File: config.mk
export PLATFORM = sky130hd
export DESIGN_NAME = spsres_size
export DESIGN_NICKNAME = d
export VERILOG_FILES = /design/src/rtl/core/spsres_pkg.sv /design/src/rtl/core/spsres_size.sv
export SDC_FILE = /design/constraint.sdc
export NUM_CORES = 1
export LEC_CHECK = 0
export BUFFER_PORTS_ARGS = -buffer_cell sky130_fd_sc_hd__buf_2
export CAP_MARGIN = 30
export CORE_MARGIN = 2
export CORE_UTILIZATION = 40
export DETAILED_ROUTE_END_ITERATION = 10
export MAX_ROUTING_LAYER = met4
export PLACE_DENSITY = 0.7
export SLEW_MARGIN = 20
export SYNTH_ARGS = -nofsm -noshare
export SYNTH_HDL_FRONTEND = slang
export SYNTH_SLANG_ARGS = --single-unit
File: constraint.sdc
create_clock -name vclk -period 8.45
set_clock_uncertainty 0.2 [all_clocks]
set_input_delay 2.1125 -clock vclk [all_inputs]
set_output_delay 2.1125 -clock vclk [all_outputs]
set_load 0.05 [all_outputs]
File: src/rtl/core/spsres_pkg.sv
// Shared types and constants for the H.264 SPS resolution parser.
// Holds the parse phase encoding, status codes, parser state and pending-result records.
// No dependencies.
package spsres_pkg;

	typedef enum logic [29:0] {
		PH_HDR       = 30'b1 << 0,
		PH_PROFILE   = 30'b1 << 1,
		PH_CONSTR    = 30'b1 << 2,
		PH_SPSID     = 30'b1 << 3,
		PH_CHROMA    = 30'b1 << 4,
		PH_SEPCOL    = 30'b1 << 5,
		PH_BDL       = 30'b1 << 6,
		PH_BDC       = 30'b1 << 7,
		PH_BYPASS    = 30'b1 << 8,
		PH_SCALING   = 30'b1 << 9,
		PH_LOG2FN    = 30'b1 << 10,
		PH_POCTYPE   = 30'b1 << 11,
		PH_POCLSB    = 30'b1 << 12,
		PH_DZERO     = 30'b1 << 13,
		PH_OFFNR     = 30'b1 << 14,
		PH_OFFTB     = 30'b1 << 15,
		PH_NCYCLE    = 30'b1 << 16,
		PH_OFFREF    = 30'b1 << 17,
		PH_MAXREF    = 30'b1 << 18,
		PH_GAPS      = 30'b1 << 19,
		PH_WIDTH     = 30'b1 << 20,
		PH_HEIGHT    = 30'b1 << 21,
		PH_FRAMEONLY = 30'b1 << 22,
		PH_MBAFF     = 30'b1 << 23,
		PH_DIRECT    = 30'b1 << 24,
		PH_CROPFLAG  = 30'b1 << 25,
		PH_CROPL     = 30'b1 << 26,
		PH_CROPR     = 30'b1 << 27,
		PH_CROPT     = 30'b1 << 28,
		PH_CROPB     = 30'b1 << 29
	} phase_t;

	typedef enum logic [2:0] {
		ST_OK      = 3'd0,
		ST_TRUNC   = 3'd1,
		ST_GOLOMB  = 3'd2,
		ST_SCALING = 3'd3,
		ST_CODEC   = 3'd4,
		ST_RANGE   = 3'd5
	} status_t;

	// Crop unit class derived from chroma_format_idc.
	typedef enum logic [1:0] {
		CHR_OTHER = 2'd0,
		CHR_420   = 2'd1,
		CHR_422   = 2'd2
	} chroma_t;

	localparam logic [1:0] CODEC_AVC = 2'd0;

	typedef struct packed {
		phase_t      phase;
		logic [5:0]  lz;
		logic [31:0] acc;
		logic [5:0]  bl;
		logic [7:0]  prof;
		chroma_t     chroma;
		logic [31:0] ocr;
		logic [31:0] wmm1;
		logic [31:0] hum1;
		logic        fo;
		logic [32:0] ch;
		logic [32:0] cv;
		logic        rg;
		status_t     status;
		logic        fin;
	} ps_t;

	// A result on its way out: either a final status, or a size still to be checked.
	typedef struct packed {
		status_t     status;
		logic        fin;
		logic [31:0] wmm1;
		logic [31:0] hum1;
		logic        fo;
		chroma_t     chroma;
		logic [32:0] ch;
		logic [32:0] cv;
	} pend_t;

	// Fixed field length of a phase; zero marks an Exp-Golomb field.
	function automatic logic [5:0] flen(phase_t p);
		case (p)
			PH_PROFILE: return 6'd8;
			PH_CONSTR: return 6'd16;
			PH_SEPCOL, PH_BYPASS, PH_SCALING, PH_DZERO, PH_GAPS, PH_FRAMEONLY,
			PH_MBAFF, PH_DIRECT, PH_CROPFLAG: return 6'd1;
			default: return 6'd0;
		endcase
	endfunction

endpackage

File: src/rtl/core/spsres_size.sv
// Size and crop check: turns a pending result into status, width and height.
// Depends on spsres_pkg.
module spsres_size import spsres_pkg::*; #(
	parameter int MAX_SIDE_MBS = 1024
) (
	input  pend_t        pend,
	output status_t      status,
	output logic [15:0]  image_width,
	output logic [15:0]  image_height
);

	logic [32:0] wmbs;
	logic [32:0] hm;
	logic [33:0] hmbs;
	logic [36:0] wpix;
	logic [37:0] hpix;
	logic [34:0] cw;
	logic [33:0] cvu;
	logic [34:0] chh;
	logic over;

	always_comb begin
		wmbs = {1'b0, pend.wmm1} + 33'd1;
		hm = {1'b0, pend.hum1} + 33'd1;
		hmbs = pend.fo ? {1'b0, hm} : {hm, 1'b0};
		over = (wmbs > 33'(MAX_SIDE_MBS)) || (hmbs > 34'(MAX_SIDE_MBS));
		wpix = {wmbs, 4'b0};
		hpix = {hmbs, 4'b0};
		cw = (pend.chroma != CHR_OTHER) ? {1'b0, pend.ch, 1'b0} : {2'b0, pend.ch};
		cvu = (pend.chroma == CHR_420) ? {pend.cv, 1'b0} : {1'b0, pend.cv};
		chh = pend.fo ? {1'b0, cvu} : {cvu, 1'b0};
		status = pend.status;
		image_width = '0;
		image_height = '0;
		if (pend.fin) begin
			if (over || ({2'b0, cw} >= wpix) || ({3'b0, chh} >= hpix)) begin
				status = ST_RANGE;
			end else begin
				status = ST_OK;
				image_width = 16'(wpix - {2'b0, cw});
				image_height = 16'(hpix - {3'b0, chh});
			end
		end
	end

endmodule

==> flow_summary.yaml <==
outcome:
  run_status: "finished, violations left"
  violations: "setup timing"
placed_design:
  port_buffers: 172
  placed_area_sq_um: 9200
  gp_congestion: 0.940
  dpl.hpwl_um: 21600
sta:
  fin_crit_ns: 8.45
  fin_ws_ns: -0.00255
  grt_setup_unrepaired: "true"
  slew_headroom_pct: 65.8
  finalMaxSlewViolations: 0
  finalHoldViolCount: 0
  fmax_mhz: 118
  holdWs_ns: 4.41
  tightest_slew_ns: 0.498
  post-route-period-util_pct: 100
  setup_viol: 1
floorplanning:
  initial_core_util_pct: 40.6
  fp.dieH_um: 134
  fp-row-count: 47
  num_io_pins: 172
  core_sq_um: 16500
  die_area_sq_um: 17800
  die_x_um: 134
yosys:
  yosys_warnings: 0
  ys_seq_area_share_pct: 0
  avgSynthCellArea_sq_um: 6.72
  syn_area_sq_um: 6720
  synth_fp_nets: 1224
  ys_types: 72
  synth_cells: 1000
layout:
  multi_input_area_sq_um: 6860
  nClkBuffers: 0
  n_sequential_cell: 0
  design_area_sq_um: 10100
  layout_commonest_cell: "buf_4"
  nFillCells: 1486
  fin_nets: 1535
  seqCellArea_sq_um: 0
  drive_above_1_share_pct: 37.4
  mostFrequentLayoutCells: "183 x buf_4, 125 x buf_2, 95 x nand2_1, 81 x ha_1, 65 x inv_1"
  syn_to_final_growth_pct: 50.8
routing:
  drt-pass1-iter-count: 5
  wl_um: 26300
  ant_nets: 0
  via_per_inst: 5.87
  via_count: 8988
  drt-initial-drc-count: 772
  drc: 0
  post_drt_wl_per_cell_um: 17.2
global_routing:
  grt_max_degree: 34
  grt.total_usage_pct: 28.0
  grt_overflow: 0
  grt_pass1_vias: 8145
  antenna_found_initial: 1
  grt_first_pass_wirelength_um: 40200
power_and_ir_drop:
  power_mw: 0.567
  vdd_drop_max_mv: 0.0265
  power_density_nw_per_um2: 55.9
  p_leak_nw: 4.61
clocking:
  hold_buffers: 0
critical_path:
  worst_setup_path_start_kind: "primary input"
  critical_path_required_ns: 6.14
  criticalPathCategory: "in -> out"
  end_kind: "output port"
  crit_arrival_ns: 6.14
  critPathMaxFanout: 6
run:
  maxCapViolations: 0
hold_path:
  hp-class: "in -> out"
-- worst paths after layout --
| kind | cells past startpoint | end | slack, ns | from |
|---|---|---|---|---|
| max | 22 | image_width[6] | -0.003 | pend[72] |
| min | 4 | status[2] | 4.41 | pend[136] |
-- final cells by class --
| class | instances | area share, % |
|---|---|---|
| inverter | 66 | 2.45 |
| multi-input combinational | 877 | 67.7 |
| tap | 220 | 2.72 |
| timing repair buffer | 366 | 27.1 |
| antenna | 1 | 0.0247 |
-- report_power, final --
group | switching, mW | internal, mW | leakage (nW)
clock network | 0 | 0.0000000158 | 0.00000634
registers | 0 | 0 | 0
logic | 0.312 | 0.255 | 4.61
total | 0.312 | 0.255 | 4.61
-- routing by layer --
metal | global-route usage [%] | up-vias | routed length [um]
met3 | 1.67 | 67 | 1570
met4 | 7.15 | 0 | 830
met1 | 36.9 | 4200 | 11500
met5 | - | - | 0
li1 | - | 4356 | -
met2 | 46.6 | 365 | 12400
-- worst max-delay path, stage by stage --
cell and delay, ns:
buf_6 0.07, nand4_1 0.19, buf_6 0.21, nor2_2 0.19
buf_4 0.16, buf_4 0.11, nand3_1 0.07, o21ai_0 0.13
a22oi_2 0.12, inv_1 0.08, ha_1 0.27, nand4_1 0.11
nor2_1 0.07, and4_1 0.19, a2111o_1 0.36, a31oi_1 0.18
o211ai_1 0.13, or4_4 0.55, nor3_4 0.30, buf_6 0.18
and3b_1 0.20, buf_6 0.17
-- synthesized netlist by cell type (all sizes together) (5+ instances only) --
library cell,n,share of area [%]
a211oi,8,0.89
a21o,18,2.0
a21oi,59,4.4
a31oi,14,1.3
and2,26,2.4
and3,17,1.6
and4,11,1.4
buf,21,1.4
clkbuf,36,2.0
ha,87,16
inv,66,3.7
mux2,32,5.4
mux2i,58,8.6
nand2,99,5.5
nand2b,7,0.65
nand3,50,3.7
nand4,37,3.9
nor2,65,3.6
nor2b,10,0.93
nor3,41,3.1
nor3b,5,0.56
nor4,31,2.9
o21a,8,0.89
o21ai,29,2.2
o22ai,10,0.93
o31ai,7,0.78
o41ai,5,0.65
or3,6,0.56
or4,9,1.1
xnor2,33,4.3
xor2,21,2.7
-- stage by stage --
step / util [%] / worst slack (ns) / TNS, ns / instances
after floorplan: - / 0.000139 / 0 / 1000
after global placement: 55.7 / -0.116 / -2.61 / 1497
after detailed placement: 55.7 / -0.169 / -3.84 / 1497
after CTS: 56.5 / -0.0163 / -0.0163 / 1499
after global routing: 61.3 / -0.162 / -3.35 / 1530
final: 61.3 / -0.00255 / -0.00255 / 1530
-- logic make-up (layout without fill, tap and decap cells) --
| group | Yosys count | in the layout | synth area share, % |
|---|---|---|---|
| multiplexers | 90 | 90 | 14.0 |
| AND/OR/NAND/NOR | 425 | 425 | 33.2 |
| XOR/XNOR | 54 | 54 | 7.04 |
| buffers and inverters | 123 | 432 | 7.13 |
| other | 0 | 1 | 0 |
| AO/OA/AOI/OAI | 220 | 220 | 22.3 |
| adder cells (fa/ha/maj) | 88 | 88 | 16.4 |
-- repair_timing --
item,4_1_cts,5_1_grt
gates cloned,0,3
resized for setup,41,128
pin swaps,1,31
buffers inserted,2,27
setup endpoints to repair,34,34
Note: power is estimated with default switching activity, not from simulation.
